### config.mk
export PLATFORM = sky130hd
export DESIGN_NAME = preemptive_priority_scheduler_flat
export DESIGN_NICKNAME = d
export VERILOG_FILES = /design/src/hw/rtl/pps_pkg.sv /design/src/hw/rtl/pps_if.sv /design/src/hw/rtl/preemptive_priority_scheduler.sv /design/src/hw/rtl/pps_datapath.sv /design/src/hw/rtl/pps_controller.sv /design/src/flat_wrapper.sv
export SDC_FILE = /design/constraint.sdc
export NUM_CORES = 1
export LEC_CHECK = 0
export BUFFER_PORTS_ARGS = -buffer_cell sky130_fd_sc_hd__buf_2
export CAP_MARGIN = 20
export CORE_ASPECT_RATIO = 0.5
export CORE_MARGIN = 5
export CORE_UTILIZATION = 35
export DETAILED_ROUTE_END_ITERATION = 8
export GPL_TIMING_DRIVEN = 0
export HOLD_SLACK_MARGIN = 0.12
export SLEW_MARGIN = 15
export SYNTH_ARGS = -nofsm -noshare
export SYNTH_HDL_FRONTEND = slang
export SYNTH_SLANG_ARGS = --single-unit
### constraint.sdc
create_clock -name clock -period 9.7 [get_ports clock]
set_clock_uncertainty 0.15 [all_clocks]
set_input_delay 1.94 -clock clock [delete_from_list [all_inputs] [get_ports clock]]
set_output_delay 1.94 -clock clock [all_outputs]
set_load 0.005 [all_outputs]
### src/hw/rtl/pps_pkg.sv
// Shared constants, types and controller codes for the preemptive priority scheduler.
package pps_pkg;

   // Table geometry and field widths.
   localparam int TABLE_DEPTH = 16;
   localparam int SLOT_W      = $clog2(TABLE_DEPTH);
   localparam int COUNT_W     = $clog2(TABLE_DEPTH + 1);
   localparam int ID_W        = 8;
   localparam int PRI_W       = 8;
   localparam int TIME_W      = 16;
   localparam int WAIT_W      = 5;

   // Action codes carried by an input transaction.
   localparam logic ACT_TICK   = 1'b0;
   localparam logic ACT_ARRIVE = 1'b1;

   // One job as held in the table or in the running register.
   typedef struct packed {
      logic [ID_W-1:0]   id;
      logic [PRI_W-1:0]  pri;
      logic [TIME_W-1:0] start;
      logic [TIME_W-1:0] left;
   } pps_entry_type;

   // Controller states.
   typedef enum logic [1:0] {
      ST_IDLE,
      ST_SCAN,
      ST_LAST,
      ST_COMMIT
   } pps_state_type;

   // Commands from the controller to the datapath.
   typedef struct packed {
      logic capture;
      logic scan_start;
      logic scan_read;
      logic commit;
   } pps_cmd_type;

   // Status from the datapath to the controller.
   typedef struct packed {
      logic scan_last;
   } pps_sts_type;

endpackage

### src/hw/rtl/pps_if.sv
// Request and response channel interfaces of the preemptive priority scheduler.
interface pps_req_if import pps_pkg::*; ();
   logic              valid;
   logic              ready;
   logic              action;
   logic [ID_W-1:0]   job_id;
   logic [PRI_W-1:0]  job_priority;
   logic [TIME_W-1:0] job_start;
   logic [TIME_W-1:0] job_budget;

   modport source (
      output valid, action, job_id, job_priority, job_start, job_budget,
      input  ready
   );
   modport sink (
      input  valid, action, job_id, job_priority, job_start, job_budget,
      output ready
   );
endinterface

interface pps_rsp_if import pps_pkg::*; ();
   logic              valid;
   logic              ready;
   logic              running_valid;
   logic [ID_W-1:0]   running_job;
   logic [TIME_W-1:0] running_left;
   logic [WAIT_W-1:0] waiting_count;
   logic              dropped;

   modport source (
      output valid, running_valid, running_job, running_left, waiting_count, dropped,
      input  ready
   );
   modport sink (
      input  valid, running_valid, running_job, running_left, waiting_count, dropped,
      output ready
   );
endinterface

### src/hw/rtl/preemptive_priority_scheduler.sv
// Top level of the preemptive priority scheduler.
// A transaction is accepted, then the scan reads one table slot per cycle through a single
// comparator, and the result is committed once the last slot has been compared.
// The result register is loaded at commit; the next transaction is taken only after the
// previous one has committed, and commit stalls while the last result waits.
// Synchronous active-high reset empties the table and clears the running job at once.
module preemptive_priority_scheduler import pps_pkg::*; (
   input  logic      clock,
   input  logic      reset,
   pps_req_if.sink   req_if,
   pps_rsp_if.source rsp_if
);

   pps_cmd_type cmd;
   pps_sts_type sts;

   // Control sequencing and handshakes.
   pps_controller u_ctrl (
      .clock     (clock),
      .reset     (reset),
      .req_valid (req_if.valid),
      .req_ready (req_if.ready),
      .rsp_valid (rsp_if.valid),
      .rsp_ready (rsp_if.ready),
      .cmd       (cmd),
      .sts       (sts)
   );

   // Table, running job and result register.
   pps_datapath u_dp (
      .clock             (clock),
      .reset             (reset),
      .cmd               (cmd),
      .sts               (sts),
      .req_action        (req_if.action),
      .req_job_id        (req_if.job_id),
      .req_job_priority  (req_if.job_priority),
      .req_job_start     (req_if.job_start),
      .req_job_budget    (req_if.job_budget),
      .rsp_running_valid (rsp_if.running_valid),
      .rsp_running_job   (rsp_if.running_job),
      .rsp_running_left  (rsp_if.running_left),
      .rsp_waiting_count (rsp_if.waiting_count),
      .rsp_dropped       (rsp_if.dropped)
   );

endmodule

### src/hw/rtl/pps_datapath.sv
// Datapath: waiting table, running job, slot scan comparator and result register.
module pps_datapath import pps_pkg::*; (
   input  logic              clock,
   input  logic              reset,
   input  pps_cmd_type       cmd,
   output pps_sts_type       sts,
   input  logic              req_action,
   input  logic [ID_W-1:0]   req_job_id,
   input  logic [PRI_W-1:0]  req_job_priority,
   input  logic [TIME_W-1:0] req_job_start,
   input  logic [TIME_W-1:0] req_job_budget,
   output logic              rsp_running_valid,
   output logic [ID_W-1:0]   rsp_running_job,
   output logic [TIME_W-1:0] rsp_running_left,
   output logic [WAIT_W-1:0] rsp_waiting_count,
   output logic              rsp_dropped
);

   // Table storage: payload in a memory, occupancy in flip-flops.
   pps_entry_type            slot_mem [TABLE_DEPTH];
   logic [TABLE_DEPTH-1:0]   slot_valid_ff, slot_valid_in;
   logic [COUNT_W-1:0]       count_ff, count_in;

   // Captured transaction.
   logic                     act_ff;
   pps_entry_type            item_ff;

   // Running job.
   logic                     run_valid_ff, run_valid_in;
   pps_entry_type            run_ff, run_in;

   // Scan pipeline: address counter, registered read and running best.
   logic [SLOT_W-1:0]        idx_ff;
   logic                     rd_act_ff;
   logic                     rd_valid_ff;
   logic [SLOT_W-1:0]        rd_idx_ff;
   pps_entry_type            rd_entry_ff;
   logic                     best_found_ff;
   logic [SLOT_W-1:0]        best_idx_ff;
   pps_entry_type            best_ff;
   logic                     free_found_ff;
   logic [SLOT_W-1:0]        free_idx_ff;
   logic                     better;

   // Commit decisions.
   logic                     run_idle;
   logic                     wr_en;
   pps_entry_type            wr_entry;
   logic                     clr_en;
   logic                     drop;

   // Result register.
   logic                     out_valid_ff;
   logic [ID_W-1:0]          out_job_ff;
   logic [TIME_W-1:0]        out_left_ff;
   logic [WAIT_W-1:0]        out_count_ff;
   logic                     out_drop_ff;

   assign sts.scan_last = (idx_ff == SLOT_W'(TABLE_DEPTH - 1));

   // Capture the accepted transaction.
   always_ff @(posedge clock) begin
      if (cmd.capture) begin
         act_ff        <= req_action;
         item_ff.id    <= req_job_id;
         item_ff.pri   <= req_job_priority;
         item_ff.start <= req_job_start;
         item_ff.left  <= req_job_budget;
      end
   end

   // Table memory: written at commit, read one slot per scan cycle.
   always_ff @(posedge clock) begin
      if (wr_en && cmd.commit) begin
         slot_mem[free_idx_ff] <= wr_entry;
      end
      if (cmd.scan_read) begin
         rd_entry_ff <= slot_mem[idx_ff];
         rd_valid_ff <= slot_valid_ff[idx_ff];
         rd_idx_ff   <= idx_ff;
      end
   end

   // A valid slot beats the best so far on higher priority, then earlier start.
   always_comb begin
      better = !best_found_ff
            || (rd_entry_ff.pri > best_ff.pri)
            || ((rd_entry_ff.pri == best_ff.pri) && (rd_entry_ff.start < best_ff.start));
   end

   // Scan counter, best-candidate and first-free-slot tracking.
   always_ff @(posedge clock) begin
      if (reset) begin
         idx_ff        <= '0;
         rd_act_ff     <= 1'b0;
         best_found_ff <= 1'b0;
         free_found_ff <= 1'b0;
      end else begin
         rd_act_ff <= cmd.scan_read;
         if (cmd.scan_start) begin
            idx_ff        <= '0;
            best_found_ff <= 1'b0;
            free_found_ff <= 1'b0;
         end else begin
            if (cmd.scan_read) begin
               idx_ff <= idx_ff + 1'b1;
            end
            if (rd_act_ff) begin
               if (!rd_valid_ff && !free_found_ff) begin
                  free_found_ff <= 1'b1;
                  free_idx_ff   <= rd_idx_ff;
               end
               if (rd_valid_ff && better) begin
                  best_found_ff <= 1'b1;
                  best_idx_ff   <= rd_idx_ff;
                  best_ff       <= rd_entry_ff;
               end
            end
         end
      end
   end

   // Work out the new running job and table change for this transaction.
   always_comb begin
      run_idle      = !run_valid_ff || (run_ff.left == '0);
      run_valid_in  = run_valid_ff;
      run_in        = run_ff;
      wr_en         = 1'b0;
      wr_entry      = item_ff;
      clr_en        = 1'b0;
      drop          = 1'b0;
      if (act_ff == ACT_ARRIVE) begin
         if (run_idle) begin
            run_valid_in = 1'b1;
            run_in       = item_ff;
         end else if (!free_found_ff) begin
            drop = 1'b1;
         end else if (item_ff.pri > run_ff.pri) begin
            wr_en    = 1'b1;
            wr_entry = run_ff;
            run_in   = item_ff;
         end else begin
            wr_en = 1'b1;
         end
      end else begin
         if (run_idle) begin
            if (best_found_ff) begin
               run_valid_in = 1'b1;
               run_in       = best_ff;
               clr_en       = 1'b1;
            end else begin
               run_valid_in = 1'b0;
            end
         end
         if (run_valid_in && (run_in.left != '0)) begin
            run_in.left = run_in.left - 1'b1;
         end
      end
   end

   // Occupancy bits and count after the commit.
   always_comb begin
      slot_valid_in = slot_valid_ff;
      count_in      = count_ff;
      if (wr_en) begin
         slot_valid_in[free_idx_ff] = 1'b1;
         count_in                   = count_ff + 1'b1;
      end else if (clr_en) begin
         slot_valid_in[best_idx_ff] = 1'b0;
         count_in                   = count_ff - 1'b1;
      end
   end

   // State update at commit.
   always_ff @(posedge clock) begin
      if (reset) begin
         slot_valid_ff <= '0;
         count_ff      <= '0;
         run_valid_ff  <= 1'b0;
         run_ff        <= '0;
      end else if (cmd.commit) begin
         slot_valid_ff <= slot_valid_in;
         count_ff      <= count_in;
         run_valid_ff  <= run_valid_in;
         run_ff        <= run_in;
      end
   end

   // Result register, loaded at commit.
   always_ff @(posedge clock) begin
      if (cmd.commit) begin
         out_valid_ff <= run_valid_in;
         out_job_ff   <= run_valid_in ? run_in.id : '0;
         out_left_ff  <= run_valid_in ? run_in.left : '0;
         out_count_ff <= WAIT_W'(count_in);
         out_drop_ff  <= drop;
      end
   end

   assign rsp_running_valid = out_valid_ff;
   assign rsp_running_job   = out_job_ff;
   assign rsp_running_left  = out_left_ff;
   assign rsp_waiting_count = out_count_ff;
   assign rsp_dropped       = out_drop_ff;

endmodule

### src/hw/rtl/pps_controller.sv
// Controller: sequences capture, table scan and commit, and owns the handshakes.
module pps_controller import pps_pkg::*; (
   input  logic        clock,
   input  logic        reset,
   input  logic        req_valid,
   output logic        req_ready,
   output logic        rsp_valid,
   input  logic        rsp_ready,
   output pps_cmd_type cmd,
   input  pps_sts_type sts
);

   pps_state_type state_ff, state_in;
   logic          rsp_valid_ff, rsp_valid_in;

   // State and response-valid registers.
   always_ff @(posedge clock) begin
      if (reset) begin
         state_ff     <= ST_IDLE;
         rsp_valid_ff <= 1'b0;
      end else begin
         state_ff     <= state_in;
         rsp_valid_ff <= rsp_valid_in;
      end
   end

   // Next state and commands.
   always_comb begin
      state_in     = state_ff;
      cmd          = '0;
      req_ready    = 1'b0;
      rsp_valid_in = rsp_valid_ff && !rsp_ready;
      case (state_ff)
         ST_IDLE: begin
            req_ready = 1'b1;
            if (req_valid) begin
               cmd.capture    = 1'b1;
               cmd.scan_start = 1'b1;
               state_in       = ST_SCAN;
            end
         end
         ST_SCAN: begin
            cmd.scan_read = 1'b1;
            if (sts.scan_last) begin
               state_in = ST_LAST;
            end
         end
         ST_LAST: begin
            state_in = ST_COMMIT;
         end
         ST_COMMIT: begin
            // Wait until the result register is free.
            if (!rsp_valid_ff || rsp_ready) begin
               cmd.commit   = 1'b1;
               rsp_valid_in = 1'b1;
               state_in     = ST_IDLE;
            end
         end
         default: begin
            state_in = ST_IDLE;
         end
      endcase
   end

   assign rsp_valid = rsp_valid_ff;

endmodule

### src/flat_wrapper.sv
// flat-port wrapper written by rule: the top's interface ports become plain ports
module preemptive_priority_scheduler_flat import pps_pkg::*;
  (clock, reset, req_if_valid, req_if_action, req_if_job_id, req_if_job_priority, req_if_job_start, req_if_job_budget, req_if_ready, rsp_if_valid, rsp_if_running_valid, rsp_if_running_job, rsp_if_running_left, rsp_if_waiting_count, rsp_if_dropped, rsp_if_ready);
  pps_req_if req_if_i ();
  pps_rsp_if rsp_if_i ();
  input  logic clock;
  input  logic reset;
  input wire logic [$bits(req_if_i.valid)-1:0] req_if_valid;
  input wire logic [$bits(req_if_i.action)-1:0] req_if_action;
  input wire logic [$bits(req_if_i.job_id)-1:0] req_if_job_id;
  input wire logic [$bits(req_if_i.job_priority)-1:0] req_if_job_priority;
  input wire logic [$bits(req_if_i.job_start)-1:0] req_if_job_start;
  input wire logic [$bits(req_if_i.job_budget)-1:0] req_if_job_budget;
  output wire logic [$bits(req_if_i.ready)-1:0] req_if_ready;
  output wire logic [$bits(rsp_if_i.valid)-1:0] rsp_if_valid;
  output wire logic [$bits(rsp_if_i.running_valid)-1:0] rsp_if_running_valid;
  output wire logic [$bits(rsp_if_i.running_job)-1:0] rsp_if_running_job;
  output wire logic [$bits(rsp_if_i.running_left)-1:0] rsp_if_running_left;
  output wire logic [$bits(rsp_if_i.waiting_count)-1:0] rsp_if_waiting_count;
  output wire logic [$bits(rsp_if_i.dropped)-1:0] rsp_if_dropped;
  input wire logic [$bits(rsp_if_i.ready)-1:0] rsp_if_ready;
  assign req_if_i.valid = req_if_valid;
  assign req_if_i.action = req_if_action;
  assign req_if_i.job_id = req_if_job_id;
  assign req_if_i.job_priority = req_if_job_priority;
  assign req_if_i.job_start = req_if_job_start;
  assign req_if_i.job_budget = req_if_job_budget;
  assign req_if_ready = req_if_i.ready;
  assign rsp_if_valid = rsp_if_i.valid;
  assign rsp_if_running_valid = rsp_if_i.running_valid;
  assign rsp_if_running_job = rsp_if_i.running_job;
  assign rsp_if_running_left = rsp_if_i.running_left;
  assign rsp_if_waiting_count = rsp_if_i.waiting_count;
  assign rsp_if_dropped = rsp_if_i.dropped;
  assign rsp_if_i.ready = rsp_if_ready;
  preemptive_priority_scheduler u_core (.clock(clock), .reset(reset), .req_if(req_if_i), .rsp_if(rsp_if_i));
endmodule
==> metrics.md, run 1 <==
| Metric | Value |
|---|---|
| Outcome | completed |
| Num CTS Buffers | 99 |
| Final setup violation count | 0 |
| Post-CTS Setup Bufs | 0 |
| Psw | 2.93 mW |
| # clock sinks | 1037 |
| Grt met3 use | 2.38% |
| Slew Limit Headroom | 21.2% |
| Drt total wl | 109 mm |
| Mapped Nets | 2162 |
| Top_reg_cell synth | edfxtp_1 |
| CP Max Fanout | 10 |
| P&R area growth vs syn | 17.6% |
| Pin count of the biggest net entering global routing | 35 |
| Hold_buf cts | 0 |
| DP Wirelength | 73.7 mm |
| Grt total ovfl | 0 |
| Global-route wire length before repair | 157 mm |
| Initial Util | 35.4% |
| Total of max-cap violations | 0 |
| CTS H-tree depth | 3 |
| Largest cells by area after synthesis | edfxtp_1 70%, mux4_2 14%, dfxtp_1 3.9%, mux2_2 1.2%, ha_1 1.2% |
| Synthesized flop and latch total | 1037 |
| Pwr dens | 234 nW/um^2 |
| Critical path origin | u_core.u_dp.run_ff[7]$_SDFFE_PP0P_ |
| Synth Area per Inst | 19.7 um^2 |
| Final ANT Viol Nets | 0 |
| Worst Path Arrival | 5.28 ns |
| Hold Crit Start | u_core.u_dp.rd_entry_ff[7]$_DFFE_PP_ |
| DRC | 0 |
| Detailed-route via count | 21700 |
| Worst vdd ir | 0.000127 V |
| Setup crit start kind | flip-flop |
| Total track usage | 17.3% |
| RSZ-0062 raised after global routing | false |
| DRT Pass-1 Iters | 5 |
| DIE WIDTH | 493 um |
| Die area | 124000 um^2 |
| Clock power frac | 34.3% |
| EDFF count, synth | 957 |
| CTS tree | done |
| P_int | 8.30 mW |
| Reg-to-reg startpoint | u_core.u_dp.run_ff[7]$_SDFFE_PP0P_ |
| Fill count | 9981 |
| Comb power frac | 17.1% |
| Layout cells sized above 1 | 27.9% |
| Maximum clock frequency | 198 MHz |
| Util after Layout | 41.6% |
| Sum of negative setup slack | 0 ns |
| HP Class | reg2reg |
| Kind of critical path | reg2reg |
| Synthesis Warnings | 0 |
| Met2 usage | 28.3% |
| Switching Share | 26.1% |
| I/O Pins | 86 |
| Post-synth ARST share | 0% |
| Reg power frac | 48.7% |
| Drt wl/cell | 27.6 um |
| Gr busiest metal | met2 |
| Synth Cell Area | 40800 um^2 |
| Min cycle time layout | 5.05 ns |
| Routability-driven placement congestion ratio | 0.886 |
| Largest area contributor in the netlist | edfxtp_1 |
| IO Port Bufs | 84 |
| CP required | 9.92 ns |
| CTS clock-pin slew for the worst setup and hold paths | 0.07 ns |
| Core area | 116000 um^2 |
| Total Nets Final | 2442 |
| Final Slew Violations | 0 |
| Register area share after synthesis | 74.3% |
| Vias per cell | 5.48 |
| GR Util met1 | 24.5% |
| Leak | 15.1 nW |
| Yosys top cell area share | 70.4% |
| Synth unique cells | 74 |
| Slew @ Worst Pin | 1.18 ns |
| Final Hold Viols | 0 |
| Mapped Cells | 2070 |
| Vias in the first global route | 21700 |
| Drt initial violations | 2345 |
| Initial antenna violation count | 4 |
| FP Rows | 88 |
| Period utilization | 52.1% |
| Worst setup EP type | flip-flop |
| Longest Clk Path Bufs | 3 |
| Worst skew pair latency | 0.66 ns |
| Hold WS | 0.270 ns |
| Root Driver | clkbuf_16 |
| Die Ht | 252 um |
| Post-cts gate resize count | 0 |
worst paths after layout:
path | to | slack [ns] | cells after the start
worst max-delay path | u_core.u_dp.rsp_running_left[10]$_SDFFCE_PN0P_ | 4.65 | 16
worst min-delay path | u_core.u_dp.best_ff[7]$_DFFE_PP_ | 0.27 | 0
worst max register to register | u_core.u_dp.rsp_running_left[10]$_SDFFCE_PN0P_ | 4.65 | 16
worst min register to register | u_core.u_dp.best_ff[7]$_DFFE_PP_ | 0.27 | 0
cells in the mapped netlist, drive strengths merged (33+ instances only):
| cell type | instances |
|---|---|
| mux4 | 245 |
| buf | 34 |
| dfxtp | 80 |
| clkbuf | 77 |
| a21oi | 38 |
| o21ai | 33 |
| edfxtp | 957 |
| nor2 | 114 |
| mux2 | 46 |
| inv | 40 |
| ha | 39 |
| nand2 | 59 |
| nor3 | 57 |
logic make-up after synthesis:
family	after synthesis	synth area share, %
AO/OA/AOI/OAI	201	3.59
XOR/XNOR	26	0.558
buffers and inverters	153	1.57
adder cells (fa/ha/maj)	39	1.20
multiplexers	310	15.2
AND/OR/NAND/NOR	304	3.53
flip-flops	1037	74.3
cell usage in the layout, fill, tap and decap left out, drive strengths merged, types with 10 or more instances in the layout:
cell type / n
or3: 11
nor4: 10
xnor2: 11
mux2: 46
mux4: 245
buf: 213
clkinv: 40
nor3: 57
xor2: 15
edfxtp: 957
o21ai: 33
a21oi: 38
o311a: 22
dfxtp: 80
nor2: 114
inv: 42
a21o: 12
a211oi: 23
clkbuf: 211
o22ai: 20
ha: 39
nand2: 59
mux2i: 19
per-stage QoR:
| step | area (um^2) | cells | worst slack (ns) | power (mW) |
|---|---|---|---|---|
| after floorplan | 40800 | 2070 | 1.79 | 6.74 |
| after global placement | 43200 | 3684 | -3.83 | 7.39 |
| after detailed placement | 44700 | 3773 | 4.34 | 7.46 |
| after CTS | 47900 | 3957 | 4.72 | 11.3 |
| after global routing | 48000 | 3964 | 4.45 | 11.6 |
| final | 48000 | 3964 | 4.65 | 11.2 |
cell type report:
| class | instances | area, um^2 | share of cell area, % |
|---|---|---|---|
| sequential | 1037 | 30300 | 63.2 |
| buffer | 111 | 498 | 1.04 |
| clock inverter | 50 | 504 | 1.05 |
| clock buffer | 134 | 2710 | 5.65 |
| multi-input combinational | 880 | 9990 | 20.8 |
| timing repair buffer | 179 | 1880 | 3.92 |
| antenna | 1 | 2.50 | 0.00521 |
| inverter | 42 | 158 | 0.328 |
| tap | 1530 | 1910 | 3.99 |
critical path, stage by stage, from the launching register on:
cell	delay [ns]
dfxtp_1	0.31
buf_6	0.13
or4_4	0.57
or4_1	0.53
buf_2	0.20
o21a_1	0.20
buf_6	0.15
nor2_4	0.20
mux2i_1	0.31
ha_1	0.29
nand2_1	0.12
nor3_1	0.24
a31oi_1	0.21
nor4_1	0.30
xor2_1	0.18
nor3_1	0.07
nor3_1	0.60
layer usage:
layer	wire, um	up-vias	share of wire [%]
li1	-	9098	-
met1	47000	11600	43
met2	52700	858	48
met3	6810	157	6.2
met4	2820	0	2.6
met5	0	-	0
registers in the layout (all words and copies together), names as in the netlist, 5 cells and up:
register and cells:
u_core.u_dp.rd_entry_ff 48, u_core.u_dp.best_ff 48, u_core.u_dp.slot_valid_ff 16, u_core.u_dp.slot_mem 768
u_core.u_dp.rsp_running_job 8, u_core.u_dp.count_ff 5, u_core.u_dp.rsp_waiting_count 5, u_core.u_dp.rsp_running_left 16
u_core.u_dp.item_ff 48, u_core.u_dp.run_ff 48
power by group through the flow:
| stage | Combinational [mW] | Sequential [mW] | Clock (mW) |
|---|---|---|---|
| global placement | 1.81 | 5.58 | 0 |
| finish | 1.91 | 5.46 | 3.85 |
| floorplan | 1.24 | 5.50 | 0 |
| global route | 2.06 | 5.48 | 4.11 |
| detailed placement | 1.90 | 5.56 | 0 |
| CTS | 1.91 | 5.47 | 3.91 |
Power figures use the tool's default switching activity.
==> run 2: changes to the inputs <==
--- a/config.mk
+++ b/config.mk
@@ -5,6 +5,7 @@
 export SDC_FILE = /design/constraint.sdc
 export NUM_CORES = 1
 export LEC_CHECK = 0
+export ABC_AREA = 1
 export BUFFER_PORTS_ARGS = -buffer_cell sky130_fd_sc_hd__buf_2
 export CAP_MARGIN = 20
 export CORE_ASPECT_RATIO = 0.5
==> constraint.sdc (replaced) <==
create_clock -name clock -period 5.1 [get_ports clock]
set_clock_uncertainty 0.15 [all_clocks]
set_input_delay 1.02 -clock clock [delete_from_list [all_inputs] [get_ports clock]]
set_output_delay 1.02 -clock clock [all_outputs]
set_load 0.005 [all_outputs]
==> metrics.md, run 2 <==
| Metric | Value |
|---|---|
| Synth Cell Area | 41900 um^2 |
| Most common cell after layout, fill and taps aside | edfxtp_1 |
| Detailed-route via count | 28200 |
| HP Class | reg2reg |
| Mapped Nets | 3355 |
| Die Ht | 255 um |
| Setup WS pre-CTS | 0.759 ns |
| CP required | 5.32 ns |
| Largest Register | u_core.u_dp.slot_mem |
| Top_reg_cell synth | edfxtp_1 |
| Drt total wl | 124 mm |
| Max reg flops | 768 |
| Drt initial violations | 3402 |
| Root Driver | clkbuf_16 |
| Setup crit start kind | flip-flop |
| Synthesis Warnings | 0 |
| Final ANT Viol Nets | 0 |
| Initial antenna violation count | 7 |
| Worst setup EP type | flip-flop |
| EDFF count, synth | 957 |
| CP peak stage delay | 0.66 ns |
| Longest Clk Path Bufs | 3 |
| Critical path origin | u_core.u_dp.act_ff$_DFFE_PP_ |
| Register area share after synthesis | 72.3% |
| Met1 Routed Length | 50.6 mm |
| Die area | 127000 um^2 |
| DP Wirelength | 90.1 mm |
| Placed insts | 5067 |
| R2r setup slk | 0.81 ns |
| Hold WS | 0.269 ns |
| Worst path slowest cell | clkbuf_1 |
| Synth Area per Inst | 12.9 um^2 |
| Comb power frac | 20.5% |
| Initial Util | 35.4% |
| Final Slew Violations | 0 |
| Final setup margin | 0.806 ns |
| Layout cells sized above 1 | 12.8% |
| Kind of critical path | reg2reg |
| Vias per cell | 5.35 |
| Leak | 16.5 nW |
| Total of max-cap violations | 0 |
| Post-Layout Cell Count | 5265 |
| Min cycle time layout | 4.29 ns |
| Num CTS Buffers | 99 |
| P&R area growth vs syn | 16.8% |
| Detail Route met2 WL | 56.3 mm |
| Slew @ Worst Pin | 1.19 ns |
| DRC | 0 |
| Worst Setup EP | u_core.u_dp.slot_mem[12][21]$_DFFE_PP_ |
| Outcome | completed |
| Fill count | 10900 |
| DIE WIDTH | 500 um |
| Top-count cell post-synth | edfxtp_1 |
| Reg-to-reg startpoint | u_core.u_dp.act_ff$_DFFE_PP_ |
| Synthesized flop and latch total | 1037 |
| I/O Pins | 86 |
| Critical-path cell list | clkbuf_1 -> inv_2 -> nor2_1 -> nand2_1 -> nor2_1 -> inv_1 -> buf_2 -> nor3_2 -> buf_6 -> buf_4 -> buf_4 |
| Synth cell count leaders | 957 x edfxtp_1, 528 x nor2_1, 300 x o21ai_0 |
| Worst Path Arrival | 4.51 ns |
| FP Rows | 89 |
| Post-cts gate resize count | 0 |
| Psw | 6.70 mW |
| RSZ-0062 raised after global routing | false |
| Yosys top cell area share | 68.5% |
| Largest area contributor in the netlist | edfxtp_1 |
| Final setup violation count | 0 |
| DRT Pass-1 Iters | 6 |
| Routability-driven placement congestion ratio | 0.872 |
| Vias in the first global route | 27600 |
| Maximum clock frequency | 233 MHz |
| P_int | 15.6 mW |
| Worst skew pair latency | 0.67 ns |
| CTS H-tree depth | 3 |
| Final Hold Viols | 0 |
| Switching Share | 30.0% |
| Flip-flop and latch area | 30300 um^2 |
| Pwr dens | 455 nW/um^2 |
| Post-CTS Setup Bufs | 0 |
| Synth unique cells | 41 |
| RR Endpoint | u_core.u_dp.slot_mem[12][21]$_DFFE_PP_ |
| Hold_buf cts | 0 |
| IO Port Bufs | 84 |
| Period utilization | 84.2% |
| Core area | 118000 um^2 |
| FF-to-FF path depth | 11 |
| CTS tree | done |
| Slew Limit Headroom | 20.6% |
| Grt total ovfl | 0 |
| Post-synth ARST share | 0% |
| Total Nets Final | 3677 |
| Area of the multi-input gates | 10300 um^2 |
| CP Max Fanout | 10 |
| Pin count of the biggest net entering global routing | 41 |
| Global-route wire length before repair | 181 mm |
| Clock power frac | 33.2% |
| Top Layer Used | met5 |
| Reg power frac | 46.3% |
| Worst vdd ir | 0.000295 V |
| # clock sinks | 1037 |
| Most frequent cells in the layout | 957 x edfxtp_1, 527 x nor2_1, 286 x nand2_1 |
| Met3 WL | 13.4 mm |
| Drt wl/cell | 23.6 um |
| Largest cells by area after synthesis | edfxtp_1 69%, nor2_1 4.7%, dfxtp_1 3.8%, o21ai_0 3.6%, nand2_1 2.6% |
| CTS clock-pin slew for the worst setup and hold paths | 0.06 ns |
| Total track usage | 19.0% |
| Mapped Cells | 3263 |
-- run 2: worst max-delay path, delay by kind of cell (launching register included) --
| kind | cells | cell delay [ns] |
|---|---|---|
| buffers and inverters | 7 | 2.14 |
| DFF | 1 | 0.32 |
| and+or+nand+nor | 4 | 1.36 |
-- run 2: cells by family after synthesis --
logic type	synth area share [%]
multiplexers	2.24
adder cells (fa/ha/maj)	1.16
AND/OR/NAND/NOR	9.93
flip-flops	72.3
XOR/XNOR	0.209
AO/OA/AOI/OAI	10.6
buffers and inverters	3.50
-- run 2: power groups by stage --
stage                     sequential (mW)  clock (mW)  combinational (mW)
after floorplan                      10.4           0                2.73
after global placement               10.5           0                4.27
after detailed placement             10.5           0                4.48
after CTS                            10.3        7.49                4.50
after global routing                 10.4        7.84                4.94
final                                10.3        7.41                4.56
-- run 2: worst min path at each step --
stage,from,end,slack [ns],depth (start not counted)
detailed placement,u_core.u_dp.rd_entry_ff[10]$_DFFE_PP_,u_core.u_dp.best_ff[10]$_DFFE_PP_,0.25,0
CTS,u_core.u_dp.rd_entry_ff[45]$_DFFE_PP_,u_core.u_dp.best_ff[45]$_DFFE_PP_,0.27,0
global route,u_core.u_dp.rd_entry_ff[14]$_DFFE_PP_,u_core.u_dp.best_ff[14]$_DFFE_PP_,0.27,0
global placement,u_core.u_dp.rd_entry_ff[6]$_DFFE_PP_,u_core.u_dp.best_ff[6]$_DFFE_PP_,0.25,0
floorplan,u_core.u_dp.rd_entry_ff[0]$_DFFE_PP_,u_core.u_dp.best_ff[0]$_DFFE_PP_,0.25,0
finish,u_core.u_dp.rd_entry_ff[14]$_DFFE_PP_,u_core.u_dp.best_ff[14]$_DFFE_PP_,0.27,0
-- run 2: metal layers --
| metal | vias to the layer above | global-route usage, % |
|---|---|---|
| li1 | 12700 | - |
| met1 | 13800 | 25.4 |
| met2 | 1431 | 30.3 |
| met3 | 212 | 5.20 |
| met4 | 4 | 6.56 |
| met5 | - | 0 |
-- run 2: cell type report --
class                   instances  share of cell area (%)
multi-input cells            1852                    21.0
clock buffers                 143                    5.71
inverters                     172                    1.32
repair buffers                221                    3.34
plain buffers                 202                    1.68
flip-flops and latches       1037                    61.9
well taps                    1592                    4.07
diodes                          3                  0.0153
clock inverters                43                   0.927
-- run 2: through the flow --
| stage | utilization, % | power, mW | setup TNS, ns | instance area (um^2) |
|---|---|---|---|---|
| final | 41.3 | 22.3 | 0 | 49000 |
| after global placement | 37.4 | 14.8 | -3990.42 | 44400 |
| after floorplan | - | 13.2 | -480.22 | 42000 |
| after global routing | 41.3 | 23.1 | 0 | 49000 |
| after CTS | 41.2 | 22.3 | 0 | 48900 |
| after detailed placement | 38.5 | 15.0 | 0 | 45600 |
